--- src/sv/mfps_pkg.sv ---
package mfps_pkg;

  // Defaults handed to the top-level parameters
  localparam int unsigned MAX_COLS_DEF   = 1024;
  localparam int unsigned VALUE_BITS_DEF = 16;
  localparam int unsigned SUM_BITS_DEF   = 32;

  // Fixed widths of the ports
  localparam int unsigned OUT_BITS     = 32;
  localparam int unsigned CFG_BITS     = 11;
  localparam int unsigned CFG_IDX_BITS = 2;

  // Row limit and row counter width
  localparam int unsigned MAX_ROWS = 1024;
  localparam int unsigned ROW_BITS = $clog2(MAX_ROWS);

  typedef enum logic [CFG_IDX_BITS-1:0] {
    REG_NUM_ROWS = 2'd0,
    REG_NUM_COLS = 2'd1
  } cfg_reg_e;

  // Position flags of one element as it moves into the compute stage
  typedef struct packed {
    logic first_row;
    logic last_row;
    logic has_left;
    logic has_right;
    logic last_col;
    logic single_col;
  } item_flags_t;

  function automatic int unsigned addr_bits(int unsigned n);
    return (n > 1) ? $clog2(n) : 1;
  endfunction

  // Clamp a size register to 1..limit and return size minus one
  function automatic int unsigned clamp_last(logic [CFG_BITS-1:0] v, int unsigned limit);
    int unsigned r;
    r = 0;
    if (v == '0) begin
      r = 0;
    end else if (int'(v) > limit) begin
      r = limit - 1;
    end else begin
      r = int'(v) - 1;
    end
    return r;
  endfunction

endpackage

--- src/sv/mfps_dp.sv ---
module mfps_dp #(
  parameter int unsigned MAX_COLS   = mfps_pkg::MAX_COLS_DEF,
  parameter int unsigned VALUE_BITS = mfps_pkg::VALUE_BITS_DEF,
  parameter int unsigned SUM_BITS   = mfps_pkg::SUM_BITS_DEF,
  localparam int unsigned ADDR_BITS = mfps_pkg::addr_bits(MAX_COLS)
) (
  input  logic                                 clk_i,
  input  logic                                 rst_ni,
  input  logic                                 restart_i,
  input  logic                                 b_vld_i,
  input  mfps_pkg::item_flags_t                b_flags_i,
  input  logic [ADDR_BITS-1:0]                 b_col_i,
  input  logic signed [VALUE_BITS-1:0]         b_value_i,
  input  logic                                 rd_en_i,
  input  logic [ADDR_BITS-1:0]                 rd_addr_i,
  input  logic [SUM_BITS-1:0]                  rd_data_i,
  output logic                                 wr_en_o,
  output logic [ADDR_BITS-1:0]                 wr_addr_o,
  output logic [SUM_BITS-1:0]                  wr_data_o,
  output logic                                 out_valid_o,
  input  logic                                 out_ready_i,
  output logic signed [mfps_pkg::OUT_BITS-1:0] out_sum_o,
  output logic                                 out_busy_o
);

  localparam int unsigned EXT_BITS  = ((VALUE_BITS > SUM_BITS) ? VALUE_BITS : SUM_BITS) + 1;
  localparam int unsigned WIDE_BITS = (SUM_BITS > mfps_pkg::OUT_BITS) ?
                                      SUM_BITS : mfps_pkg::OUT_BITS;
  localparam logic signed [SUM_BITS-1:0] SMAX = {1'b0, {(SUM_BITS-1){1'b1}}};
  localparam logic signed [SUM_BITS-1:0] SMIN = {1'b1, {(SUM_BITS-1){1'b0}}};

  logic                                 fwd_hit_q;
  logic signed [SUM_BITS-1:0]           fwd_data_q;
  logic signed [SUM_BITS-1:0]           left_q, mid_q;
  logic signed [SUM_BITS-1:0]           run_q;
  logic [1:0]                           cnt_q, cnt_d;
  logic signed [mfps_pkg::OUT_BITS-1:0] head_q, head_d, skid_q, skid_d, push_data;
  logic signed [SUM_BITS-1:0]           right, best, addend, sum, run_min;
  logic signed [EXT_BITS-1:0]           ext_sum;
  logic signed [WIDE_BITS-1:0]          run_wide;
  logic                                 result, pop;

  // Catch a fetch that collides with the write-back in the same cycle
  always_ff @(posedge clk_i or negedge rst_ni) begin
    if (!rst_ni) begin
      fwd_hit_q <= 1'b0;
    end else begin
      fwd_hit_q <= rd_en_i && wr_en_o && (rd_addr_i == wr_addr_o);
    end
  end

  always_ff @(posedge clk_i) begin
    fwd_data_q <= wr_data_o;
  end

  assign right = fwd_hit_q ? fwd_data_q : rd_data_i;

  always_comb begin
    best = mid_q;
    if (b_flags_i.has_left && (left_q < best)) begin
      best = left_q;
    end
    if (b_flags_i.has_right && (right < best)) begin
      best = right;
    end
  end

  assign addend  = b_flags_i.first_row ? '0 : best;
  assign ext_sum = EXT_BITS'(b_value_i) + EXT_BITS'(addend);

  always_comb begin
    if (ext_sum > EXT_BITS'(SMAX)) begin
      sum = SMAX;
    end else if (ext_sum < EXT_BITS'(SMIN)) begin
      sum = SMIN;
    end else begin
      sum = ext_sum[SUM_BITS-1:0];
    end
  end

  assign wr_en_o   = b_vld_i;
  assign wr_addr_o = b_col_i;
  assign wr_data_o = sum;

  // Slide the previous-row window; at row end load the new row head
  always_ff @(posedge clk_i) begin
    if (b_vld_i) begin
      left_q <= mid_q;
      if (b_flags_i.last_col && b_flags_i.single_col) begin
        mid_q <= sum;
      end else begin
        mid_q <= right;
      end
    end
  end

  assign run_min  = (sum < run_q) ? sum : run_q;
  assign run_wide = WIDE_BITS'(run_min);
  assign result   = b_vld_i && b_flags_i.last_row && b_flags_i.last_col;

  // Two result slots: head is offered, skid holds a second beat behind a stalled head
  assign push_data = run_wide[mfps_pkg::OUT_BITS-1:0];
  assign pop       = (cnt_q != 2'd0) && out_ready_i;
  assign cnt_d     = cnt_q + {1'b0, result} - {1'b0, pop};

  always_comb begin
    head_d = head_q;
    skid_d = skid_q;
    if (pop) begin
      if (cnt_q == 2'd2) begin
        head_d = skid_q;
        if (result) begin
          skid_d = push_data;
        end
      end else if (result) begin
        head_d = push_data;
      end
    end else if (result) begin
      if (cnt_q == 2'd0) begin
        head_d = push_data;
      end else begin
        skid_d = push_data;
      end
    end
  end

  always_ff @(posedge clk_i or negedge rst_ni) begin
    if (!rst_ni) begin
      run_q <= SMAX;
      cnt_q <= 2'd0;
    end else begin
      cnt_q <= cnt_d;
      if (restart_i || result) begin
        run_q <= SMAX;
      end else if (b_vld_i && b_flags_i.last_row) begin
        run_q <= run_min;
      end
    end
  end

  always_ff @(posedge clk_i) begin
    head_q <= head_d;
    skid_q <= skid_d;
  end

  assign out_valid_o = (cnt_q != 2'd0);
  assign out_sum_o   = head_q;
  // Both slots taken after this edge: an element taken now could not place its result
  assign out_busy_o  = cnt_d[1];

endmodule

--- config.mk ---
export PLATFORM = sky130hd
export DESIGN_NAME = mfps_dp
export DESIGN_NICKNAME = d
export VERILOG_FILES = /design/src/sv/mfps_pkg.sv /design/src/sv/mfps_dp.sv
export SDC_FILE = /design/constraint.sdc
export NUM_CORES = 1
export LEC_CHECK = 0
export BUFFER_PORTS_ARGS = -buffer_cell sky130_fd_sc_hd__buf_2
export CAP_MARGIN = 30
export CORE_AREA = 2 2 275 141
export CTS_CLUSTER_DIAMETER = 40
export CTS_CLUSTER_SIZE = 28
export DETAILED_ROUTE_END_ITERATION = 8
export DIE_AREA = 0 0 277 143
export MAX_ROUTING_LAYER = met4
export PLACE_DENSITY_LB_ADDON = 0.08
export SLEW_MARGIN = 25
export SYNTH_ARGS = -nofsm -noshare
export SYNTH_HDL_FRONTEND = slang
export SYNTH_SLANG_ARGS = --single-unit
--- constraint.sdc ---
create_clock -name clk_i -period 14.6 [get_ports clk_i]
set_input_delay 2.92 -clock clk_i [delete_from_list [all_inputs] [get_ports clk_i]]
set_output_delay 2.92 -clock clk_i [all_outputs]
set_load 0.02 [all_outputs]
After elaboration in Yosys (flattened, before gate mapping)
Cells that the tools add are included.
- register bits after elaboration: 195
- bits in latches: 0
- memory bits (writable): 0
- ROM bits: 0
- memories kept: 0
- add/sub/neg operators: 3
- multiply operators: 0
- divide/modulo/power cells: 0
- $lt $le $gt $ge: 5
- equality and inequality tests: 5
- shift operators: 0
- muxes and demuxes: 19
- bitwise gates (word level): 0
- reductions and logical operators: 17
- operators by type and width (cell ; number):
    $mux W32 ; 19
    $lt A32 B32 Y1 ; 3
    $add A16 B32 Y33 ; 1
    $gt A33 B32 Y1 const B ; 1
    $lt A33 B32 Y1 const B ; 1
    $eq A10 B10 Y1 ; 1
    $reduce_bool A2 Y1 ; 5
    $logic_and A1 B1 Y1 ; 8
    $ne A2 B2 Y1 const B ; 2
    $reduce_and A4 Y1 ; 1
    $reduce_and A3 Y1 ; 1
    $add A2 B1 Y2 ; 1
    $eq A2 B2 Y1 const B ; 1
    $logic_not A2 Y1 ; 1
    $ne A2 B1 Y1 const B ; 1
    $sub A2 B1 Y2 ; 1
    $logic_or A1 B1 Y1 ; 1

Depth between registers and ports, before layout
Gate-level depths: netlist of the first run.
- depth after elaboration: 16
- depth in mapped cells: 47
- mapped depth without buffers: 42

Least setup slack after synthesis of the first run
No wires, ideal clock.
- path kind: input port to output port
- start: in b_flags_i[3] (netlist bit)
- end: out wr_data_o[26]
- data arrival time: 9.564 ns
- required time: 11.680 ns
- setup slack: 2.116 ns
- stages: 25
- path buffers: 2
- path through: nand2_1 -> mux2i_1 -> clkbuf_1 -> mux2i_1 -> ha_1 -> nand2_1 -> or4_1 -> or3_1 -> or3_1 -> o221ai_1 -> a221o_1 -> o21ai_0 -> a21oi_2 -> buf_2 -> nor2_1 -> a211oi_1 -> ha_1 -> nand2_1 -> or4b_1 -> o21a_1 -> or3b_1 -> a221o_1 -> a31oi_1 -> xor2_1 -> o21ai_0
- word-level cells in the longest chain between the ends: 10
- elaborated cells between the ends (all ways): 11
- classes of those cells: add/sub: 1; order compare: 3; mux: 5; reduce/logical: 2
- RTL lines (what ; RTL line ; text):
    start, declared ; mfps_dp.sv:11 ; input mfps_pkg::item_flags_t b_flags_i,
    $logic_and A1 B1 Y1 (*) ; mfps_dp.sv:60 ; if (b_flags_i.has_left && (left_q < best)) begin
    $mux W32 (*) ; mfps_dp.sv:60 ;
    $lt A32 B32 Y1 ; mfps_dp.sv:63 ; if (b_flags_i.has_right && (right < best)) begin
    $logic_and A1 B1 Y1 ; mfps_dp.sv:63 ;
    $mux W32 (*) ; mfps_dp.sv:63 ;
    $mux W32 (*) ; mfps_dp.sv:68 ; assign addend = b_flags_i.first_row ? '0 : best;
    $add A16 B32 Y33 (*) ; mfps_dp.sv:69 ; assign ext_sum = EXT_BITS'(b_value_i) + EXT_BITS'(addend);
    $lt A33 B32 Y1 ; mfps_dp.sv:74 ; end else if (ext_sum < EXT_BITS'(SMIN)) begin
    $mux W32 ; mfps_dp.sv:74 ;
    $mux W32 (*) ; mfps_dp.sv:72 ; if (ext_sum > EXT_BITS'(SMAX)) begin
    end, declared ; mfps_dp.sv:19 ; output logic [SUM_BITS-1:0] wr_data_o,
Every way passes the cells marked *; elsewhere a longest branch is shown, timed or not.

Final worst setup path of the first run
- start: in b_flags_i[3] (netlist bit)
- end: out wr_data_o[18]
The elaborated chain is that of the path after synthesis.

==> impl_metrics.env, run 1 <==
export IMPL_cts_sink_count=195
export IMPL_vdd_ir_drop_max_mv=0.08792
export IMPL_hp_class="reg2reg"
export IMPL_design_core_area_um2=37040
export IMPL_period_minus_slack_ns=14.08
export IMPL_cts_max_level=4
export IMPL_ios=157
export IMPL_wl_per_cell_um=21.73
export IMPL_synth_seq_cells=195
export IMPL_syn_area_um2=12930
export IMPL_first_global_vias=9593
export IMPL_dr_total_vias=9814
export IMPL_place_congestion=0.9070
export IMPL_synth_edf_count=128
export IMPL_cp_max_fo=42
export IMPL_grt_max_degree=65
export IMPL_max_slew_margin_rel=0.3173
export IMPL_chipWidth_um=277
export IMPL_gr_usage_all_layers=0.2112
export IMPL_power_internal_uw=1630
export IMPL_fmax_ghz=0.07102
export IMPL_avgSynthCellArea_um2=10.99
export IMPL_nNetsFinal=1542
export IMPL_antenna_found_initial=4
export IMPL_holdBufCountCts=0
export IMPL_p_clk_frac=0.181
export IMPL_clk_latency_ns=0.46
export IMPL_maxCapViolCount=0
export IMPL_routed_via_density=5.331
export IMPL_swShare=0.4146
export IMPL_ctsResizeCount=0
export IMPL_worstPathArrival_ns=11.16
export IMPL_cellPowerDensity_nw_per_um2=185.5
export IMPL_floorplan_die_area_um2=39610
export IMPL_pwr_share_seq=0.296
export IMPL_drive_above_1_share=0.2942
export IMPL_status="completed"
export IMPL_postRouteAntennaNets=0
export IMPL_tightestPinTransition_ns=1.024
export IMPL_overflow=0
export IMPL_endpoint_kind="output pin"
export IMPL_ys_seq_area_frac=0.4176
export IMPL_syn_inst=1176
export IMPL_grt_pass1_wl_um=60090
export IMPL_die_h_um=143
export IMPL_io_buffer_count=156
export IMPL_ys_async_sr_fraction=0.1795
export IMPL_drc=0
export IMPL_p_comb_frac=0.523
export IMPL_cts_root_buf="clkbuf_16"
export IMPL_start_kind="input pin"
export IMPL_start_util=0.3491
export IMPL_hold_violations=0
export IMPL_drv_slew=0
export IMPL_numCtsBuffers=17
export IMPL_fillers=3629
export IMPL_hpwl_um=31360
export IMPL_synth_largest_area_cell="edfxtp_1"
export IMPL_fin_skew_ns=0.01042
export IMPL_synth_flop_cell="edfxtp_1"
export IMPL_cts_setup_buffers=0
export IMPL_area_delta_synth_final_pct=16.12
export IMPL_drt_iter0_markers=634
export IMPL_drt_total_wl_um=40010
export IMPL_synth_nets=1385
export IMPL_power_switching_uw=1155
export IMPL_synth_area_leaders="edfxtp_1, ha_1, mux2_2"
export IMPL_row_count=50
export IMPL_min_period_over_period=0.9644
export IMPL_crit_type="in2out"
export IMPL_final_common_cell="buf_2"
export IMPL_power_leakage_uw=0.006543
export IMPL_final_cell_mix="buf_2, ha_1, edfxtp_1"
export IMPL_netlist_area_leader_share=0.2973
export IMPL_cts_tree="built"
export IMPL_firstDrtPassIters=7
export IMPL_yosysWarnings=0
export IMPL_rsz0062_at_grt="false"
export IMPL_clk_pin_slew_ns=0.07
export IMPL_synth_cell_type_count=72
export IMPL_fin_setup_tns_ns=0
export IMPL_setup_viol=0
export IMPL_fin_total_pwr_uw=2784
export IMPL_clockBufferDepth=2
export IMPL_required_ns=11.68
[power by group through the flow]
stage               logic [µW]  clock network (µW)  registers, µW
floorplan                  917                   0            842
global route              1580                 544            837
CTS                       1460                 520            824
detailed placement        1450                   0            835
finish                    1460                 505            823
global placement          1440                   0            833
[final cells by class]
type | instances | area (µm²) | share of cell area
tap | 494 | 618.1 | 0.04117
sequential | 195 | 5399 | 0.3596
antenna | 1 | 2.502 | 0.0001667
multi-input combinational | 839 | 6955 | 0.4633
inverter | 85 | 319.1 | 0.02125
clock inverter | 12 | 168.9 | 0.01125
clock buffer | 20 | 436.7 | 0.02909
timing repair buffer | 195 | 1114 | 0.07417
[flip-flops by register name, summed over array words and instances, names as in the netlist]
register	flops
mid_q	32
out_sum_o	32
cnt_q	2
run_q	32
fwd_data_q	32
fwd_hit_q	1
left_q	32
skid_q	32
[per-stage QoR]
step                instances  utilization  hold WS (ns)  setup WS (ns)  instance area, µm²
detailed placement       1807       0.3885        0.4650         0.3135               14390
global route             1840       0.4053        0.4962        0.05368               15010
finish                   1841       0.4054        0.4788         0.5202               15010
global placement         1804       0.3868        0.4641         0.3154               14330
floorplan                1176            -        0.4469          2.116               12930
CTS                      1839       0.4049        0.4827         0.4688               14990
[Yosys cell counts (5+ instances only)]
cell	instances
a211oi_1	41
a21o_1	33
a21oi_1	69
a221o_1	6
a31oi_1	6
and2_1	5
and3_1	5
buf_2	15
buf_4	11
clkbuf_1	26
dfstp_2	31
dfxtp_1	32
edfxtp_1	128
ha_1	128
inv_1	85
mux2_2	90
mux2_4	31
mux2i_1	39
nand2_1	48
nand2b_1	6
nand3_1	10
nand4_1	20
nor2_1	74
nor2b_1	7
nor3_1	15
o211ai_1	9
o21a_1	8
o21ai_0	49
o21ai_1	6
o21bai_1	5
o22a_1	32
xnor2_1	22
xor2_1	17
[worst max-delay path, stage by stage]
cell	delay, ns
buf_2	0.10
nand2b_1	0.08
mux2i_4	0.45
buf_4	0.31
mux2i_1	0.27
ha_1	0.16
nand3_1	0.07
or4_1	0.44
or3_1	0.40
or3_1	0.42
o221ai_1	0.18
a221o_1	0.16
o21ai_0	0.18
a21oi_4	0.46
buf_4	0.48
nor2_1	0.09
a211oi_1	0.27
ha_1	0.29
o211ai_1	0.13
o211ai_1	0.35
a31oi_1	0.29
a2111oi_2	0.69
nor2_1	0.20
nand2_1	0.15
o22ai_2	0.17
buf_4	0.27
a21oi_1	0.80
buf_2	0.31
[cells by family (layout without fill, tap and decap cells)]
logic type | Yosys count | in the layout | synth area share
buf+inv | 142 | 312 | 0.04771
flops | 195 | 195 | 0.4176
simple gates | 212 | 212 | 0.07878
other cells | 0 | 1 | 0
compound gates | 297 | 297 | 0.1579
fa+ha+maj | 131 | 131 | 0.1270
mux | 160 | 160 | 0.1446
xor+xnor | 39 | 39 | 0.02642
[metal layers]
layer | track usage | share of wire
met1 | 0.3180 | 0.53
met2 | 0.2933 | 0.41
met3 | 0.03878 | 0.053
met4 | 0.03690 | 0.0080
met5 | - | 0
[worst paths after layout]
| path | from | endpoint | slack (ns) | cells past startpoint |
|---|---|---|---|---|
| setup / recovery | b_flags_i[3] | wr_data_o[18] | 0.52 | 28 |
| hold / removal | mid_q[25]$_DFFE_PP_ | left_q[25]$_DFFE_PP_ | 0.48 | 0 |
| setup reg to reg | left_q[7]$_DFFE_PP_ | out_sum_o[27]$_DFFE_PP_ | 1.49 | 42 |
| hold reg to reg | mid_q[25]$_DFFE_PP_ | left_q[25]$_DFFE_PP_ | 0.48 | 0 |
| max in group asynchronous | rst_ni | run_q[20]$_DFFE_PN1P_ | 11.52 | 2 |
| min in group asynchronous | rst_ni | fwd_hit_q$_DFF_PN0_ | 2.46 | 1 |
Power figures use the tool's default switching activity.
==> run 2, diff against run 1 <==
Settings changed: CORE_AREA 2 2 275 141 to 2 2 211 109, DIE_AREA 0 0 277 143 to 0 0 213 111.
==> run 2 against run 1 <==
  * Clock skew down 0.0019 ns
  * First-iteration DRC count up 59%
  * Worst hold slack better by 0.0024 ns
  * Global-route usage up 9.2 points
==> impl_metrics.env, run 2 (same netlist as run 1, synthesis figures left out) <==
export IMPL_start_util=0.5849
export IMPL_final_common_cell="buf_2"
export IMPL_start_kind="input pin"
export IMPL_rsz0062_at_grt="false"
export IMPL_preCtsSetupSlack_ns=0.7371
export IMPL_drv_slew=0
export IMPL_worstPathArrival_ns=10.64
export IMPL_cts_tree="built"
export IMPL_area_delta_synth_final_pct=13.14
export IMPL_drt_total_wl_um=33940
export IMPL_gr_usage_all_layers=0.3037
export IMPL_row_count=39
export IMPL_cts_max_level=4
export IMPL_cellPowerDensity_nw_per_um2=179.6
export IMPL_final_cell_mix="buf_2, ha_1, edfxtp_1"
export IMPL_cts_sink_count=195
export IMPL_hp_class="reg2reg"
export IMPL_drive_above_1_share=0.2828
export IMPL_clockBufferDepth=2
export IMPL_met3_usage=0.07450
export IMPL_nNetsFinal=1529
export IMPL_regArea_um2=5399
export IMPL_first_global_vias=9337
export IMPL_min_period_over_period=0.9285
export IMPL_cts_root_buf="clkbuf_16"
export IMPL_grtUsageMet2=0.4085
export IMPL_setup_viol=0
export IMPL_floorplan_die_area_um2=23640
export IMPL_io_buffer_count=156
export IMPL_ios=157
export IMPL_power_leakage_uw=0.006456
export IMPL_post_route_util=0.6617
export IMPL_hold_violations=0
export IMPL_cp_max_fo=31
export IMPL_vdd_ir_drop_max_mv=0.1142
export IMPL_design_core_area_um2=22110
export IMPL_numCtsBuffers=17
export IMPL_period_minus_slack_ns=13.56
export IMPL_grt_busiest_layer="met1"
export IMPL_postRouteAntennaNets=0
export IMPL_drc=0
export IMPL_routed_via_density=6.020
export IMPL_max_slew_margin_rel=0.3658
export IMPL_endpoint_kind="output pin"
export IMPL_antenna_found_initial=0
export IMPL_overflow=0
export IMPL_holdWs_ns=0.4813
export IMPL_fmax_ghz=0.07377
export IMPL_firstDrtPassIters=5
export IMPL_place_congestion=0.9312
export IMPL_tightestPinTransition_ns=0.9413
export IMPL_chipWidth_um=213
export IMPL_fillers=1772
export IMPL_grt_pass1_wl_um=52610
export IMPL_grt_max_degree=43
export IMPL_wl_per_cell_um=20.69
export IMPL_use_met1=0.4569
export IMPL_num_antenna_cells=0
export IMPL_dr_total_vias=9872
export IMPL_clk_pin_slew_ns=0.07
export IMPL_holdBufCountCts=0
export IMPL_fin_skew_ns=0.008533
export IMPL_clk_latency_ns=0.47
export IMPL_status="completed"
export IMPL_required_ns=11.68
export IMPL_multi_input_area_um2=6942
export IMPL_die_h_um=111
export IMPL_maxCapViolCount=0
export IMPL_fin_setup_tns_ns=0
export IMPL_ctsResizeCount=0
export IMPL_cts_setup_buffers=0
export IMPL_fin_ws_ns=1.045
export IMPL_crit_type="in2out"
export IMPL_drt_iter0_markers=1006
export IMPL_hpwl_um=25480
-- run 2: area by class of cell --
class / instances / share of cell area
Multi-Input combinational cell: 839 / 0.4746
Clock inverter: 9 / 0.006928
Inverter: 85 / 0.02181
Tap cell: 307 / 0.02626
Timing Repair Buffer: 182 / 0.06860
Clock buffer: 23 / 0.03276
Sequential cell: 195 / 0.3691
-- run 2: routing by layer --
metal  wire, µm  share of wire
met4        376          0.011
met2      13690           0.40
met3       2968          0.087
met1      16910           0.50
met5          0              0
-- run 2: path summary, 6_finish.rpt --
path                                     start                       to  slack [ns]  cells after the start
max                               b_flags_i[3]            wr_data_o[26]        1.04                     26
min                        mid_q[15]$_DFFE_PP_     left_q[15]$_DFFE_PP_        0.48                      0
max reg2reg                 mid_q[7]$_DFFE_PP_  out_sum_o[31]$_DFFE_PP_        1.41                     41
min reg2reg                mid_q[15]$_DFFE_PP_     left_q[15]$_DFFE_PP_        0.48                      0
max in group asynchronous               rst_ni     run_q[2]$_DFFE_PN1P_       11.73                      2
min in group asynchronous               rst_ni    run_q[29]$_DFFE_PN1P_        2.58                      1
-- run 2: per-stage QoR --
| step | area (µm²) | std cells | total power (µW) |
|---|---|---|---|
| finish | 14630 | 1640 | 2628 |
| global route | 14630 | 1640 | 2777 |
| CTS | 14570 | 1636 | 2623 |
| detailed placement | 13990 | 1604 | 2141 |
| global placement | 13990 | 1604 | 2118 |
| floorplan | 12930 | 1176 | 1760 |
-- run 2: where the power goes --
group / switching (µW) / leakage, µW / internal (µW) / total, µW
Sequential: 47.9 / 0.00184 / 778 / 826
Clock: 209 / 0.000278 / 266 / 475
Combinational: 781 / 0.00434 / 546 / 1330
-- run 2: critical path, stage by stage --
cell	delay [ns]
buf_2	0.09
nand2b_1	0.08
mux2i_4	0.43
mux2i_1	0.46
ha_1	0.21
nand2_1	0.08
or4_1	0.53
or3_1	0.42
or3_1	0.42
o221ai_1	0.18
a221o_1	0.16
o21ai_0	0.18
a21oi_4	0.16
buf_4	0.32
nor2_1	0.08
a211oi_1	0.37
ha_1	0.25
o211ai_1	0.13
o211ai_1	0.34
a31oi_1	0.26
a2111oi_2	0.65
a311oi_2	0.09
nand2_1	0.12
o21a_1	0.73
o21ai_0	0.62
buf_2	0.33
==> run 3, diff against run 2 <==
Settings changed: CORE_AREA 2 2 211 109 to 2 2 220 114, DIE_AREA 0 0 213 111 to 0 0 222 116.
==> run 3 against run 2 <==
  * Clock power fell by 3%
  * Count of clock-buffer cells in the layout fell by 2
  * Via count decreased by 0.48%
  * Register-to-register slack barely moved
  * Largest cell class unchanged
==> impl_metrics.env, run 3 (same netlist as run 1, synthesis figures left out) <==
export IMPL_status="completed"
export IMPL_dr_total_vias=9825
export IMPL_reg2reg_to="out_sum_o[1]$_DFFE_PP_"
export IMPL_routed_via_density=5.944
export IMPL_cts_tree="built"
export IMPL_design_core_area_um2=23670
export IMPL_cts_max_level=4
export IMPL_hpwl_um=26390
export IMPL_nNetsFinal=1534
export IMPL_floorplan_die_area_um2=25750
export IMPL_tightestPinTransition_ns=0.8484
export IMPL_grt_pass1_wl_um=54250
export IMPL_numCtsBuffers=17
export IMPL_row_count=40
export IMPL_crit_type="in2out"
export IMPL_clk_latency_ns=0.45
export IMPL_required_ns=11.68
export IMPL_endpoint_kind="output pin"
export IMPL_min_period_over_period=0.9395
export IMPL_fin_skew_ns=0.007795
export IMPL_hold_violations=0
export IMPL_worstPathArrival_ns=10.80
export IMPL_maxCapViolCount=0
export IMPL_postRouteAntennaNets=0
export IMPL_area_delta_synth_final_pct=13.22
export IMPL_place_congestion=0.9139
export IMPL_first_global_vias=9419
export IMPL_final_common_cell="buf_2"
export IMPL_cp_slowest_cell="o21a_1"
export IMPL_num_antenna_cells=0
export IMPL_fmax_ghz=0.07290
export IMPL_grt_max_degree=55
export IMPL_met3_usage=0.04285
export IMPL_max_stage_delay_ns=0.71
export IMPL_holdWs_ns=0.4786
export IMPL_die_h_um=116
export IMPL_fin_setup_tns_ns=0
export IMPL_grtUsageMet2=0.4059
export IMPL_cp_top_family="compound AO/OA/AOI/OAI gates"
export IMPL_fin_total_pwr_uw=2633
export IMPL_overflow=0
export IMPL_cts_setup_buffers=0
export IMPL_cts_sink_count=195
export IMPL_hp_class="reg2reg"
export IMPL_drv_slew=0
export IMPL_ctsResizeCount=0
export IMPL_crit_buf_inv=4
export IMPL_chipWidth_um=222
export IMPL_drt_iter0_markers=909
export IMPL_gr_usage_all_layers=0.2877
export IMPL_r2r_setup_slack_ns=1.42
export IMPL_grt_busiest_layer="met1"
export IMPL_drc=0
export IMPL_clockBufferDepth=2
export IMPL_drt_total_wl_um=34620
export IMPL_antenna_found_initial=1
export IMPL_final_cell_mix="buf_2, ha_1, edfxtp_1"
export IMPL_hold_end="left_q[16]$_DFFE_PP_"
export IMPL_holdBufCountCts=0
export IMPL_ios=157
export IMPL_firstDrtPassIters=5
export IMPL_rsz0062_at_grt="false"
export IMPL_start_util=0.5461
export IMPL_setup_viol=0
export IMPL_period_minus_slack_ns=13.72
export IMPL_power_leakage_uw=0.006467
export IMPL_cellPowerDensity_nw_per_um2=179.9
export IMPL_vdd_ir_drop_max_mv=0.1476
export IMPL_drive_above_1_share=0.2892
export IMPL_reg2reg_from="mid_q[7]$_DFFE_PP_"
export IMPL_max_slew_margin_rel=0.4285
export IMPL_clk_pin_slew_ns=0.07
export IMPL_hold_depth=0
export IMPL_rr_worst_depth=42
export IMPL_start_kind="input pin"
export IMPL_io_buffer_count=156
export IMPL_use_met1=0.4287
export IMPL_cp_max_fo=32
export IMPL_hp_start="mid_q[16]$_DFFE_PP_"
export IMPL_critPathMostFrequentCell="o21ai_0"
export IMPL_wl_per_cell_um=20.94
export IMPL_cts_root_buf="clkbuf_16"
==> run 3: cell types whose count changed in the layout (fill, tap and decap cells not counted), sizes merged <==
cell	delta
clkinv	+2
bufinv	-1
buf	+3
inv	+1
==> run 3: final cells by class <==
| class | count | area, µm² |
|---|---|---|
| clock inverter | 11 | 103.9 |
| multi-input combinational | 839 | 6942 |
| sequential | 195 | 5400 |
| clock buffer | 21 | 460.4 |
| fill | 2029 | 9035 |
| inverter | 85 | 319.1 |
| timing repair buffer | 187 | 1018 |
| tap | 315 | 394.1 |
==> run 3: routing by layer <==
metal	part of all wire	vias to the layer above	routed length, µm
met5	0	-	0
met4	0.012	0	412
met3	0.061	25	2117
met2	0.41	316	14260
met1	0.51	4770	17830
li1	-	4714	-
==> run 3: how the worst max path moves through the flow <==
stage	to	slack, ns	from	depth (start not counted)
final	wr_data_o[27]	0.88	b_flags_i[3]	27
after global routing	out_sum_o[2]$_DFFE_PP_	0.18	b_flags_i[3]	37
after CTS	wr_data_o[27]	0.97	b_flags_i[3]	27
after detailed placement	out_sum_o[1]$_DFFE_PP_	0.87	b_flags_i[3]	36
after global placement	out_sum_o[2]$_DFFE_PP_	0.96	b_flags_i[3]	34
after floorplan	wr_data_o[26]	2.12	b_flags_i[3]	25
==> run 3: where the power goes <==
| part | switching, µW | internal [µW] | leakage [µW] |
|---|---|---|---|
| registers | 45.8 | 778 | 0.00184 |
| clock network | 217 | 245 | 0.000274 |
| logic | 790 | 557 | 0.00436 |
==> run 3: stage by stage <==
stage          instances    util  area [µm²]  setup slack [ns]
3_5_place_dp        1618  0.5932       14040            0.8667
4_1_cts             1650  0.6170       14610            0.9740
6_report            1653  0.6183       14640            0.8828
2_1_floorplan       1176       -       12930             2.116
3_3_place_gp        1617  0.5930       14040            0.9613
5_1_grt             1653  0.6183       14640            0.1836
