[config.mk]
export PLATFORM = sky130hd
export DESIGN_NAME = mfps_ctrl
export DESIGN_NICKNAME = d
export VERILOG_FILES = /design/src/sv/mfps_pkg.sv /design/src/sv/mfps_ctrl.sv
export SDC_FILE = /design/constraint.sdc
export NUM_CORES = 1
export LEC_CHECK = 0
export BUFFER_PORTS_ARGS = -buffer_cell sky130_fd_sc_hd__buf_2
export CORE_MARGIN = 3
export CORE_UTILIZATION = 55
export CTS_CLUSTER_DIAMETER = 100
export DETAILED_ROUTE_END_ITERATION = 16
export MAX_ROUTING_LAYER = met4
export PLACE_DENSITY = 0.8
export SLEW_MARGIN = 15
export SYNTH_ARGS = -nofsm -noshare
export SYNTH_HDL_FRONTEND = slang
export SYNTH_SLANG_ARGS = --single-unit
[constraint.sdc]
create_clock -name clk_i -period 3.08 [get_ports clk_i]
set_clock_uncertainty 0.2 [all_clocks]
set_input_delay 0.308 -clock clk_i [delete_from_list [all_inputs] [get_ports clk_i]]
set_output_delay 0.308 -clock clk_i [all_outputs]
set_load 0.01 [all_outputs]
[src/sv/mfps_pkg.sv]
package mfps_pkg;

  // Defaults handed to the top-level parameters
  localparam int unsigned MAX_COLS_DEF   = 1024;
  localparam int unsigned VALUE_BITS_DEF = 16;
  localparam int unsigned SUM_BITS_DEF   = 32;

  // Fixed widths of the ports
  localparam int unsigned OUT_BITS     = 32;
  localparam int unsigned CFG_BITS     = 11;
  localparam int unsigned CFG_IDX_BITS = 2;

  // Row limit and row counter width
  localparam int unsigned MAX_ROWS = 1024;
  localparam int unsigned ROW_BITS = $clog2(MAX_ROWS);

  typedef enum logic [CFG_IDX_BITS-1:0] {
    REG_NUM_ROWS = 2'd0,
    REG_NUM_COLS = 2'd1
  } cfg_reg_e;

  // Position flags of one element as it moves into the compute stage
  typedef struct packed {
    logic first_row;
    logic last_row;
    logic has_left;
    logic has_right;
    logic last_col;
    logic single_col;
  } item_flags_t;

  function automatic int unsigned addr_bits(int unsigned n);
    return (n > 1) ? $clog2(n) : 1;
  endfunction

  // Clamp a size register to 1..limit and return size minus one
  function automatic int unsigned clamp_last(logic [CFG_BITS-1:0] v, int unsigned limit);
    int unsigned r;
    r = 0;
    if (v == '0) begin
      r = 0;
    end else if (int'(v) > limit) begin
      r = limit - 1;
    end else begin
      r = int'(v) - 1;
    end
    return r;
  endfunction

endpackage

[src/sv/mfps_ctrl.sv]
module mfps_ctrl #(
  parameter int unsigned MAX_COLS   = mfps_pkg::MAX_COLS_DEF,
  parameter int unsigned VALUE_BITS = mfps_pkg::VALUE_BITS_DEF,
  localparam int unsigned ADDR_BITS = mfps_pkg::addr_bits(MAX_COLS)
) (
  input  logic                                 clk_i,
  input  logic                                 rst_ni,
  input  logic                                 cfg_we_i,
  input  logic [mfps_pkg::CFG_IDX_BITS-1:0]    cfg_idx_i,
  input  logic [mfps_pkg::CFG_BITS-1:0]        cfg_wdata_i,
  input  logic                                 in_valid_i,
  input  logic signed [VALUE_BITS-1:0]         in_value_i,
  output logic                                 in_ready_o,
  input  logic                                 out_busy_i,
  output logic                                 rd_en_o,
  output logic [ADDR_BITS-1:0]                 rd_addr_o,
  output logic                                 b_vld_o,
  output mfps_pkg::item_flags_t                b_flags_o,
  output logic [ADDR_BITS-1:0]                 b_col_o,
  output logic signed [VALUE_BITS-1:0]         b_value_o,
  output logic                                 restart_o
);

  logic [ADDR_BITS-1:0]          cols_last_q;
  logic [mfps_pkg::ROW_BITS-1:0] rows_last_q;
  logic [ADDR_BITS-1:0]          col_q, col_d;
  logic [mfps_pkg::ROW_BITS-1:0] row_q, row_d;
  logic                          b_vld_q;
  mfps_pkg::item_flags_t         b_flags_q, flags;
  logic [ADDR_BITS-1:0]          b_col_q;
  logic signed [VALUE_BITS-1:0]  b_value_q;
  logic                          accept, cfg_hit;

  // Hold off while both result slots may be taken next cycle
  assign in_ready_o = !out_busy_i;
  assign accept     = in_valid_i && in_ready_o;

  assign cfg_hit   = cfg_we_i && ((cfg_idx_i == mfps_pkg::REG_NUM_ROWS) ||
                                  (cfg_idx_i == mfps_pkg::REG_NUM_COLS));
  assign restart_o = cfg_hit;

  always_comb begin
    flags.first_row  = (row_q == '0);
    flags.last_row   = (row_q == rows_last_q);
    flags.has_left   = (col_q != '0);
    flags.last_col   = (col_q == cols_last_q);
    flags.has_right  = (col_q != cols_last_q);
    flags.single_col = (cols_last_q == '0);
  end

  // Fetch the right neighbour, or at row end the new head of the row
  assign rd_en_o   = accept;
  assign rd_addr_o = flags.last_col ? '0 : col_q + ADDR_BITS'(1);

  always_comb begin
    col_d = col_q;
    row_d = row_q;
    if (cfg_hit) begin
      col_d = '0;
      row_d = '0;
    end else if (accept) begin
      if (flags.last_col) begin
        col_d = '0;
        row_d = flags.last_row ? '0 : row_q + mfps_pkg::ROW_BITS'(1);
      end else begin
        col_d = col_q + ADDR_BITS'(1);
      end
    end
  end

  always_ff @(posedge clk_i or negedge rst_ni) begin
    if (!rst_ni) begin
      rows_last_q <= '0;
      cols_last_q <= '0;
      col_q       <= '0;
      row_q       <= '0;
      b_vld_q     <= 1'b0;
      b_flags_q   <= '0;
    end else begin
      if (cfg_we_i && (cfg_idx_i == mfps_pkg::REG_NUM_ROWS)) begin
        rows_last_q <= mfps_pkg::ROW_BITS'(
            mfps_pkg::clamp_last(cfg_wdata_i, mfps_pkg::MAX_ROWS));
      end
      if (cfg_we_i && (cfg_idx_i == mfps_pkg::REG_NUM_COLS)) begin
        cols_last_q <= ADDR_BITS'(mfps_pkg::clamp_last(cfg_wdata_i, MAX_COLS));
      end
      col_q   <= col_d;
      row_q   <= row_d;
      b_vld_q <= accept;
      if (accept) begin
        b_flags_q <= flags;
      end
    end
  end

  always_ff @(posedge clk_i) begin
    if (accept) begin
      b_col_q   <= col_q;
      b_value_q <= in_value_i;
    end
  end

  assign b_vld_o   = b_vld_q;
  assign b_flags_o = b_flags_q;
  assign b_col_o   = b_col_q;
  assign b_value_o = b_value_q;

endmodule

## Yosys cells after proc, flatten, opt, wreduce, memory -nomap -nowiden

Index checks and enable logic that the tools add are counted.

| word-level totals | value |
|---|---|
| bits in registers | 73 |
| output and inout bits | 46 |

| cells by class | value |
|---|---|
| add/sub/neg operators | 3 |
| magnitude comparators | 1 |
| equal/unequal tests | 4 |
| mux-type cells | 9 |
| reduce and logical (&&, ||, !) cells | 14 |

Operators with widths:

| cell | number |
|---|---|
| $mux 10 | 9 |
| $add 10x1->10 const B | 2 |
| $eq 10x10->1 | 2 |
| $logic_not 10->1 | 2 |
| $gt 11x11->1 const B | 1 |
| $logic_not 11->1 | 1 |
| $ne 10x10->1 | 1 |
| $reduce_bool 10->1 | 1 |
| $sub 10x1->10 const B | 1 |
| $logic_and 1x1->1 | 4 |
| $reduce_bool 2->1 | 2 |
| $eq 2x1->1 const B | 1 |
| $logic_not 2->1 | 1 |
| $reduce_and 2->1 | 1 |
| $logic_not 1->1 | 1 |
| $logic_or 1x1->1 | 1 |

## Logic depth before layout (Yosys ltp)

Gate-level depths: netlist of run 1.

| depth | value |
|---|---|
| word-level depth | 5 |
| mapped depth | 8 |

## Worst setup path before layout of run 1

Ideal clock, no wire load.

| path | value |
|---|---|
| path type | input to register |
| start | input port out_busy_i |
| end | register b_col_q[0] (netlist: b_col_o[0]) (enable) |
| arrival time | 1,705 ps |
| data required time | 2,476 ps |
| path slack | 771 ps |
| stages | 4 |
| path through | inv_1 > nand2_1 > inv_1 > clkbuf_1 |

| between the ends | value |
|---|---|
| cells in the longest elaborated chain, start to end | 2 |

RTL lines:

| item | line | source |
|---|---|---|
| start: declaration | mfps_ctrl.sv:14 | `input logic out_busy_i,` |
| $logic_not 1->1 | mfps_ctrl.sv:35 | `assign in_ready_o = !out_busy_i;` |
| $logic_and 1x1->1 | mfps_ctrl.sv:36 | `assign accept = in_valid_i && in_ready_o;` |
| named net rd_en_o | mfps_ctrl.sv:15 | `output logic rd_en_o,` |
| end signal: assignment | mfps_ctrl.sv:98 | `b_col_q <= col_q;` |
| end: declaration | mfps_ctrl.sv:30 | `logic [ADDR_BITS-1:0] b_col_q;` |

The timed path passes the listed nets, and every way through them passes these cells.
A chain may end at the register's enable or synchronous reset.

## Final worst setup path of run 1

| path | value |
|---|---|
| start | register col_q[0] |
| end | output port rd_addr_o[8] |

| between the ends | value |
|---|---|
| cells in the longest elaborated chain, start to end | 2 |
| elaborated cells on any way between the ends | 3 |
| classes of those cells | 1 x add/sub; 1 x eq/ne; 1 x mux |

RTL lines:

| item | line | source |
|---|---|---|
| start: declaration | mfps_ctrl.sv:26 | `logic [ADDR_BITS-1:0] col_q, col_d;` |
| start signal: assignment | mfps_ctrl.sv:87 | `col_q <= col_d;` |
| $add 10x1->10 / $eq 10x10->1 (equally long branches) | mfps_ctrl.sv:53, mfps_ctrl.sv:46 |  |
| $mux 10 (*) | mfps_ctrl.sv:53 | `assign rd_addr_o = flags.last_col ? '0 : col_q + ADDR_BITS'(1);` |
| end: declaration | mfps_ctrl.sv:16 | `output logic [ADDR_BITS-1:0] rd_addr_o,` |

Mark *: on every way between the ends. The rest lies on a longest branch, timed or not.

==> qor_table.md, run 1 <==
| Parameter | Value |
|:---|:---|
| Slowest CP cell | sky130_fd_sc_hd__dfrtp_1 |
| Area growth from synthesis to layout | 19.8% |
| Clock transition at the registers of the reported paths | 90 ps |
| Post-synthesis cell count | 365 |
| Reg2Reg Launch Point | col_q[0] |
| Total power divided by cell area | 492 nW/µm² |
| Min-delay worst type | in2async |
| Maximum fanout count along the critical path | 9 |
| Num ports | 80 |
| Largest stage delay, worst path | 520 ps |
| Cell area after synthesis | 3710 µm² |
| Starting utilization of the core area | 57.5% |
| Worst setup path category | reg2out |
| Height of the chip | 88.2 µm |
| Number of buffers and inverters on the critical path | 1 |
| Leading cell type in the layout, fill and taps excluded | sky130_fd_sc_hd__buf_2 |
| Commonest non-fill, non-tap cells in the layout | sky130_fd_sc_hd__buf_2 (79), sky130_fd_sc_hd__nand2_1 (47), sky130_fd_sc_hd__dfrtp_1 (47) |
| Die width | 88.2 µm |
| R2r endpoint | row_q[2] |
| Async set-reset flop share out of synthesis | 64.4% |
| Clock latency of the later-clocked register in the worst-skew pair | 360 ps |
| Post-DP HPWL | 5800 µm |
| Overall via count from detail_route | 3052 |
| Number of buffers between clock root and the deepest sink | 2 |
| Port buffer count | 79 |
| WHS | 171 ps |
| RSZ-0062 raised after global routing | false |
| Setup-failing EPs final | 0 |
| Wire length of the first global-routing pass | 14400 µm |
| Number of remaining DRC errors | 0 |
| Portion of the clock cycle consumed by the worst path in the final layout | 89.3% |
| Number of DRC violations after detailed-routing iteration 0 | 144 |
| Setup TNS | 0 ps |
| Post-synthesis sequential area ratio | 52.7% |
| Maximum frequency from static timing analysis | 364 MHz |
| Total track usage | 25.0% |
| Num rows | 29 |
| Nets@finish | 491 |
| Routed wirelength normalized by instance count | 16.5 µm |
| Number of cells traversed by the worst register-to-register path | 6 |
| Final hold violations | 0 |
| Antenna violations before repair | 0 |
| Cts bufs inserted | 9 |
| Number of enable-type register cells in the synthesized netlist | 26 |
| Vias in the first global route | 2906 |
| Maximum level of the CTS H-tree | 3 |
| # Max-Cap Violations | 0 |
| Cell-by-cell listing of the critical path | ha_1 -> and3_1 -> nand3_1 -> nor2_1 -> xnor2_1 -> nor2_1 -> buf_2 |
| Worst slew slack as a fraction of its limit | 52.9% |
| Worst EP required | 2570 ps |
| Count of distinct cell types in the synthesized netlist | 50 |
| Number of flip-flops and latches in the synthesized netlist | 73 |
| Most repeated library cell on the critical path | sky130_fd_sc_hd__nor2_1 |
| Arrival time of the worst setup path | 2240 ps |
| Remaining number of nets flagged by the antenna check after routing | 0 |
| Number of warnings printed during yosys synthesis | 0 |
| Transition time of the tightest slew-check pin | 700 ps |
| Reported leakage power | 2.04 nW |
| Result of the run | completed |
| CTS tree | done |
| Final weighted congestion in routability-driven placement | 0.865 |
| Filler cell count in the final layout | 487 |
| Final number of max-transition violations | 0 |
| Die outline area | 7770 µm² |
| Type of origin of the critical path | flip-flop |
| Placeable core region | 6460 µm² |
| Critical Path Sink Type | output pin |
| CTS sink count | 73 |
| Number of inserted diodes | 0 |
| Clock root buffer | sky130_fd_sc_hd__clkbuf_8 |
| Fraction of final layout cells sized beyond drive strength 1 | 23.9% |
| Largest voltage drop on the vdd net | 0.336 mV |
| DR pass1 iterations | 4 |
| Layout Utilization | 68.9% |
| Total congestion overflow after global routing | 0 |
| Syn Nets | 404 |
| Post-detailed-route via-to-cell ratio | 5.72 |
| Final worst path period need | 2750 ps |
| Wirelength, routed | 8840 µm |
| Dominant register cell in the synthesized netlist | sky130_fd_sc_hd__dfrtp_1 |
| R2r setup slk | 690 ps |
| Largest delay contributor family on the critical path | simple AND/OR/NAND/NOR gates |
| Mean Syn Cell Area | 10.2 µm² |
| Largest net degree at the start of global routing | 50 |
stage by stage:
stage          total power, mW  setup WS, ps  std cells  area, µm²
2_1_floorplan             1.33           771        365       3710
3_3_place_gp              1.43           773        500       4060
3_5_place_dp              1.45           737        500       4060
4_1_cts                   2.19           345        533       4430
5_1_grt                   2.30           155        534       4450
6_report                  2.19           330        534       4450
sequential cells by signal (all words and copies together), names as in the netlist:
name,count
b_flags_o,6
col_q,10
b_vld_o,1
cols_last_q,10
row_q,10
rows_last_q,10
b_col_o,10
b_value_o,16
area by class of cell:
cell class,count,area (µm²),area share (%)
timing repair buffer,101,616,13.8
inverter,10,37.5,0.844
sequential,73,1960,44.0
tap,77,96.3,2.17
clock buffer,10,149,3.35
clock inverter,6,46.3,1.04
multi-input combinational,257,1550,34.8
metal layers:
metal  track usage, %  vias to the layer above  share of wire, %
met5                -                        -                 0
li1                 -                     1458                 -
met3             6.49                       19               6.9
met1             29.8                     1454                42
met2             42.1                      121                50
met4             6.59                        0               1.9
cell usage after synthesis (all sizes together), types with 2 or more instances:
library cell	count	area share, %
buf	14	3.5
nand4	3	0.51
nand2b	2	0.34
and3	7	1.2
mux2i	5	1.3
inv	9	0.91
nor2b	4	0.67
nand2	47	4.8
a31o	2	0.47
or3	3	0.51
or4	2	0.40
nor3	17	2.3
nor2	28	2.8
dfrtp	47	32
nand3	12	1.6
clkbuf	11	1.1
xor2	23	5.4
nor4	9	1.7
o22ai	8	1.5
xnor2	8	1.9
a22o	4	0.94
ha	5	1.7
a21oi	6	0.81
maj3	2	0.54
o21ai	39	5.3
a21o	5	1.0
o31ai	2	0.40
edfxtp	26	21
logic make-up (layout without fill, tap and decap cells):
group                      count (synthesis)  count (layout)  share of synthesized area [%]
buffers and inverters                     35             127                           5.63
adders and majority gates                  7               7                           2.22
and+or+nand+nor                          140             140                           18.2
AOI/OAI and AO/OA                         73              73                           12.3
DFF                                       73              73                           52.7
muxes                                      6               6                           1.65
xor gates and xnor gates                  31              31                           7.31
where the power goes:
part / internal, mW / switching [mW]
clock: 0.348 / 0.391
sequential: 1.08 / 0.0684
combinational: 0.132 / 0.165
worst max path at each step:
| stage | from | cells past startpoint | end | slack [ps] |
|---|---|---|---|---|
| 6_report | col_q[0] | 7 | rd_addr_o[8] | 330 |
| 5_1_grt | col_q[0] | 7 | rd_addr_o[8] | 150 |
| 4_1_cts | col_q[0] | 7 | rd_addr_o[8] | 340 |
| 3_5_place_dp | col_q[0] | 6 | row_q[2] | 740 |
| 3_3_place_gp | col_q[0] | 7 | rd_addr_o[8] | 770 |
| 2_1_floorplan | out_busy_i | 4 | b_col_o[0] | 770 |
what timing repair did:
action,in CTS,in global routing
resized for setup,0,0
setup buffers,0,0
hold endpoints to repair,63,0
hold buffers,17,0
Power figures use the tool's default switching activity.
==> run 2, diff against run 1 <==
--- a/config.mk
+++ b/config.mk
@@ -11,7 +11,7 @@
 export CTS_CLUSTER_DIAMETER = 100
 export DETAILED_ROUTE_END_ITERATION = 16
 export MAX_ROUTING_LAYER = met4
-export PLACE_DENSITY = 0.8
+export PLACE_DENSITY_LB_ADDON = 0.15
 export SLEW_MARGIN = 15
 export SYNTH_ARGS = -nofsm -noshare
 export SYNTH_HDL_FRONTEND = slang
==> qor_table.md, run 2 (synthesized netlist as in run 1, its figures left out) <==
| Parameter | Value |
|:---|:---|
| Min-delay worst type | in2reg |
| Final hold violations | 0 |
| Number of remaining DRC errors | 0 |
| Number of flip-flops in the largest register | 16 |
| Area after DPL | 4070 µm² |
| Total power divided by cell area | 523 nW/µm² |
| Hold EP | rows_last_q[8] |
| Final worst path period need | 2650 ps |
| Reg2Reg Launch Point | col_q[6] |
| Cell total after placement | 501 |
| Placeable core region | 6460 µm² |
| Remaining number of nets flagged by the antenna check after routing | 0 |
| Die width | 88.2 µm |
| Area growth from synthesis to layout | 20.8% |
| Worst EP required | 2570 ps |
| Tot Pwr | 2.35 mW |
| Worst slew slack as a fraction of its limit | 29.7% |
| Portion of the clock cycle consumed by the worst path in the final layout | 86.0% |
| Final weighted congestion in routability-driven placement | 0.859 |
| Arrival time of the worst setup path | 2140 ps |
| Total track usage | 23.1% |
| Routed wirelength normalized by instance count | 15.1 µm |
| Vias in the first global route | 2824 |
| Leading cell type in the layout, fill and taps excluded | sky130_fd_sc_hd__buf_2 |
| Die outline area | 7770 µm² |
| Maximum frequency from static timing analysis | 377 MHz |
| Cell-by-cell listing of the critical path | ha_1 -> and3_1 -> nand3_1 -> nor2_1 -> xnor2_1 -> nor2_1 -> buf_2 |
| Starting utilization of the core area | 57.5% |
| Number of DRC violations after detailed-routing iteration 0 | 149 |
| Largest stage delay, worst path | 530 ps |
| Number of buffers and inverters on the critical path | 1 |
| Cts bufs inserted | 9 |
| Commonest non-fill, non-tap cells in the layout | sky130_fd_sc_hd__buf_2 (79), sky130_fd_sc_hd__nand2_1 (47), sky130_fd_sc_hd__dfrtp_1 (47) |
| Slowest CP cell | sky130_fd_sc_hd__dfrtp_1 |
| Fraction of final layout cells sized beyond drive strength 1 | 23.6% |
| Worst setup path category | reg2out |
| Number of inserted diodes | 0 |
| Setup TNS | 0 ps |
| Final number of max-transition violations | 0 |
| CTS tree | done |
| Post-DP HPWL | 5540 µm |
| Final Instance Count excl. Fillers | 534 |
| DR pass1 iterations | 4 |
| Instance count along the most critical hold path | 3 |
| Nets@finish | 491 |
| Largest delay contributor family on the critical path | simple AND/OR/NAND/NOR gates |
| Transition time of the tightest slew-check pin | 1050 ps |
| Clock root buffer | sky130_fd_sc_hd__clkbuf_8 |
| Clock transition at the registers of the reported paths | 70 ps |
| Reported leakage power | 2.06 nW |
| Overall via count from detail_route | 2957 |
| Port buffer count | 79 |
| Origin of the worst min-delay path | cfg_wdata_i[10] |
| Maximum fanout count along the critical path | 9 |
| CTS sink count | 73 |
| Largest net degree at the start of global routing | 50 |
| RSZ-0062 raised after global routing | false |
| Clock latency of the later-clocked register in the worst-skew pair | 340 ps |
| Num ports | 80 |
| R2r setup slk | 790 ps |
| Post-detailed-route via-to-cell ratio | 5.54 |
| Wire length of the first global-routing pass | 13700 µm |
| WHS | 199 ps |
| Largest voltage drop on the vdd net | 0.218 mV |
| Antenna violations before repair | 0 |
| Num rows | 29 |
| Layout Utilization | 69.4% |
| Most repeated library cell on the critical path | sky130_fd_sc_hd__nor2_1 |
| Result of the run | completed |
| Setup-failing EPs final | 0 |
| Final design instance area without fill | 4490 µm² |
| # Max-Cap Violations | 0 |
| Least setup slack across all paths after layout | 431 ps |
| Wirelength, routed | 8090 µm |
| Critical Path Sink Type | output pin |
| Number of buffers between clock root and the deepest sink | 2 |
| Maximum level of the CTS H-tree | 3 |
| Post-CTS Repair Setup Buffers | 0 |
| Total congestion overflow after global routing | 0 |
| R2r endpoint | row_q[8] |
| Height of the chip | 88.2 µm |
| Number of cells traversed by the worst register-to-register path | 6 |
| Type of origin of the critical path | flip-flop |
| Post-placement setup slack | 770 ps |
==> run 2: cell count changes in the layout (fill, tap and decap cells not counted) <==
| cell | delta |
|---|---|
| sky130_fd_sc_hd__buf_12 | -1 |
| sky130_fd_sc_hd__clkinvlp_4 | -1 |
| sky130_fd_sc_hd__bufinv_16 | +3 |
| sky130_fd_sc_hd__buf_4 | +1 |
| sky130_fd_sc_hd__inv_6 | -3 |
| sky130_fd_sc_hd__clkbuf_8 | +1 |
| sky130_fd_sc_hd__clkbuf_16 | -1 |
| sky130_fd_sc_hd__clkbuf_1 | +1 |
==> run 2: final cells by class <==
class | count | area [µm²]
repair buffers | 101 | 603
fillers | 517 | 1970
clock buffers | 11 | 141
flip-flops and latches | 73 | 1960
inverters | 10 | 37.5
multi-input cells | 257 | 1550
well taps | 77 | 96.3
clock inverters | 5 | 103
==> run 2: per-layer routing <==
metal	routed length [µm]	vias up	track usage (%)
met5	0	-	-
met4	80	0	8.24
met3	347	8	5.17
met2	4120	76	36.8
met1	3540	1419	29.0
li1	-	1454	-
==> run 2: report_power, final <==
part	total [mW]	internal [mW]	switching, mW
sequential	1.15	1.08	0.0623
combinational	0.292	0.130	0.162
clock	0.908	0.559	0.349
==> run 2: worst register-to-register path, cell delays in order (launching register included) <==
cell                      delay, ps
sky130_fd_sc_hd__dfrtp_1        490
sky130_fd_sc_hd__xor2_1         200
sky130_fd_sc_hd__nor4_2         320
sky130_fd_sc_hd__and4_1         260
sky130_fd_sc_hd__buf_4          220
sky130_fd_sc_hd__and3_1         390
sky130_fd_sc_hd__a22o_1         180
==> run 2: worst max-delay path by stage <==
stage	cells after the start	start	end
finish	7	col_q[0]	rd_addr_o[8]
global route	7	col_q[0]	rd_addr_o[8]
CTS	7	col_q[0]	rd_addr_o[8]
detailed placement	8	cfg_wdata_i[0]	cols_last_q[8]
global placement	8	cfg_wdata_i[0]	cols_last_q[8]
floorplan	4	out_busy_i	b_col_o[0]
==> run 2: timing repair <==
| item | 4_1_cts | 5_1_grt |
|---|---|---|
| endpoints found under the hold margin | 33 | 0 |
| hold buffers | 17 | 0 |
| gates resized for setup | 0 | 0 |
| endpoints found under the setup margin | 0 | 0 |
==> run 3, diff against run 2 <==
--- a/config.mk
+++ b/config.mk
@@ -6,8 +6,10 @@
 export NUM_CORES = 1
 export LEC_CHECK = 0
 export BUFFER_PORTS_ARGS = -buffer_cell sky130_fd_sc_hd__buf_2
+export CELL_PAD_IN_SITES_DETAIL_PLACEMENT = 1
+export CELL_PAD_IN_SITES_GLOBAL_PLACEMENT = 1
 export CORE_MARGIN = 3
-export CORE_UTILIZATION = 55
+export CORE_UTILIZATION = 45
 export CTS_CLUSTER_DIAMETER = 100
 export DETAILED_ROUTE_END_ITERATION = 16
 export MAX_ROUTING_LAYER = met4
==> qor_table.md, run 3 (synthesized netlist as in run 1, its figures left out) <==
| Parameter | Value |
|:---|:---|
| Layout Utilization | 56.9% |
| Fraction of final layout cells sized beyond drive strength 1 | 24.0% |
| Number of inserted diodes | 0 |
| Cts bufs inserted | 9 |
| Grt met1 use | 27.4% |
| CTS tree | done |
| Type of origin of the critical path | flip-flop |
| Highest-utilization routing layer at the global route stage | met2 |
| Starting utilization of the core area | 47.1% |
| Nets@finish | 492 |
| Met2 usage | 39.0% |
| Final weighted congestion in routability-driven placement | 0.867 |
| Total congestion overflow after global routing | 0 |
| Clock root buffer | sky130_fd_sc_hd__clkbuf_8 |
| Total power divided by cell area | 495 nW/µm² |
| Maximum fanout count along the critical path | 9 |
| Instance count along the most critical hold path | 3 |
| Setup-failing EPs final | 0 |
| Overall via count from detail_route | 3033 |
| Post-DP HPWL | 7080 µm |
| Worst EP required | 2570 ps |
| Total track usage | 22.6% |
| Transition time of the tightest slew-check pin | 696 ps |
| Largest voltage drop on the vdd net | 0.174 mV |
| Port buffer count | 79 |
| Reg2Reg Launch Point | col_q[0] |
| Area growth from synthesis to layout | 20.8% |
| Clock latency of the later-clocked register in the worst-skew pair | 350 ps |
| Maximum frequency from static timing analysis | 348 MHz |
| Final design instance area without fill | 4480 µm² |
| Portion of the clock cycle consumed by the worst path in the final layout | 93.3% |
| Die outline area | 9380 µm² |
| Final number of max-transition violations | 0 |
| Height of the chip | 96.8 µm |
| Post-detailed-route via-to-cell ratio | 5.42 |
| Number of flip-flops in the largest register | 16 |
| Hold EP | rows_last_q[8] |
| Leading cell type in the layout, fill and taps excluded | sky130_fd_sc_hd__buf_2 |
| Cell total after placement | 527 |
| Antenna violations before repair | 0 |
| Global Route met3 Usage | 3.89% |
| CTS sink count | 73 |
| # Max-Cap Violations | 0 |
| Die width | 96.8 µm |
| Wirelength, routed | 9800 µm |
| Number of DRC violations after detailed-routing iteration 0 | 113 |
| Maximum level of the CTS H-tree | 3 |
| Min-delay worst type | in2reg |
| Remaining number of nets flagged by the antenna check after routing | 0 |
| Commonest non-fill, non-tap cells in the layout | sky130_fd_sc_hd__buf_2 (78), sky130_fd_sc_hd__nand2_1 (47), sky130_fd_sc_hd__dfrtp_1 (47) |
| Final Instance Count excl. Fillers | 560 |
| Setup TNS | 0 ps |
| Clock transition at the registers of the reported paths | 80 ps |
| Reported leakage power | 2.05 nW |
| Critical Path Sink Type | output pin |
| Number of buffers between clock root and the deepest sink | 2 |
| Final worst path period need | 2870 ps |
| Area after DPL | 4110 µm² |
| Vias in the first global route | 3234 |
| Routed wirelength normalized by instance count | 17.5 µm |
| R2r endpoint | row_q[3] |
| Wire length of the first global-routing pass | 16700 µm |
| Post-CTS Repair Setup Buffers | 0 |
| Number of remaining DRC errors | 0 |
| Num ports | 80 |
| Largest net degree at the start of global routing | 50 |
| Number of cells traversed by the worst register-to-register path | 6 |
| Num rows | 32 |
| Worst slew slack as a fraction of its limit | 53.2% |
| Arrival time of the worst setup path | 2370 ps |
| DR pass1 iterations | 4 |
| Placeable core region | 7890 µm² |
| Worst setup path category | reg2out |
| R2r setup slk | 750 ps |
| Result of the run | completed |
| Final hold violations | 0 |
| Origin of the worst min-delay path | cfg_wdata_i[10] |
| RSZ-0062 raised after global routing | false |
run 3: cell count changes in the layout (fill, tap and decap cells not counted):
cell                        delta
sky130_fd_sc_hd__clkbuf_1      -1
sky130_fd_sc_hd__buf_2         -1
sky130_fd_sc_hd__clkbuf_8      -1
sky130_fd_sc_hd__inv_6         +2
sky130_fd_sc_hd__buf_4         +2
sky130_fd_sc_hd__clkinv_4      +2
sky130_fd_sc_hd__bufinv_16     -2
run 3: report_power, final:
part	internal, mW	switching, mW	total (mW)	leakage [nW]
combinational	0.132	0.171	0.303	1.11
sequential	1.08	0.0685	1.15	0.840
clock	0.381	0.382	0.763	0.100
run 3: final cells by class:
class                           instances  area (µm²)
Clock buffer                            9         124
Sequential cell                        73        1960
Tap cell                              102         128
Fill cell                             906        3400
Inverter                               10        37.5
Timing Repair Buffer                  102         613
Multi-Input combinational cell        257        1550
Clock inverter                          7        77.6
run 3: through the flow:
step | hold WS [ps] | setup WS, ps | power (mW)
after detailed placement | 270 | 600 | 1.46
after global routing | 179 | 34.5 | 2.33
after global placement | 254 | 676 | 1.44
after CTS | 159 | 210 | 2.24
after floorplan | -188 | 771 | 1.33
final | 169 | 206 | 2.22
run 3: repair_timing:
| action | CTS | global route |
|---|---|---|
| hold endpoints to repair | 56 | 0 |
| resized for setup | 0 | 0 |
| hold buffers | 17 | 0 |
run 3: metal layers:
layer	routed length, µm	share of wire, %
met5	0	0
met2	5050	52
met4	125	1.3
met3	364	3.7
met1	4260	43
run 3: worst max path at each step:
stage	cells after the start	to	start
CTS	7	rd_addr_o[8]	col_q[0]
floorplan	4	b_col_o[0]	out_busy_i
detailed placement	7	rd_addr_o[8]	col_q[0]
finish	7	rd_addr_o[8]	col_q[0]
global route	7	rd_addr_o[8]	col_q[0]
global placement	7	rd_addr_o[8]	col_q[0]
run 3: critical path, stage by stage, from the launching register on:
cell                      delay [ps]
sky130_fd_sc_hd__dfrtp_1         560
sky130_fd_sc_hd__ha_1            300
sky130_fd_sc_hd__and3_1          290
sky130_fd_sc_hd__nand3_1         190
sky130_fd_sc_hd__nor2_1          290
sky130_fd_sc_hd__xnor2_1         110
sky130_fd_sc_hd__nor2_1          120
sky130_fd_sc_hd__buf_2           150
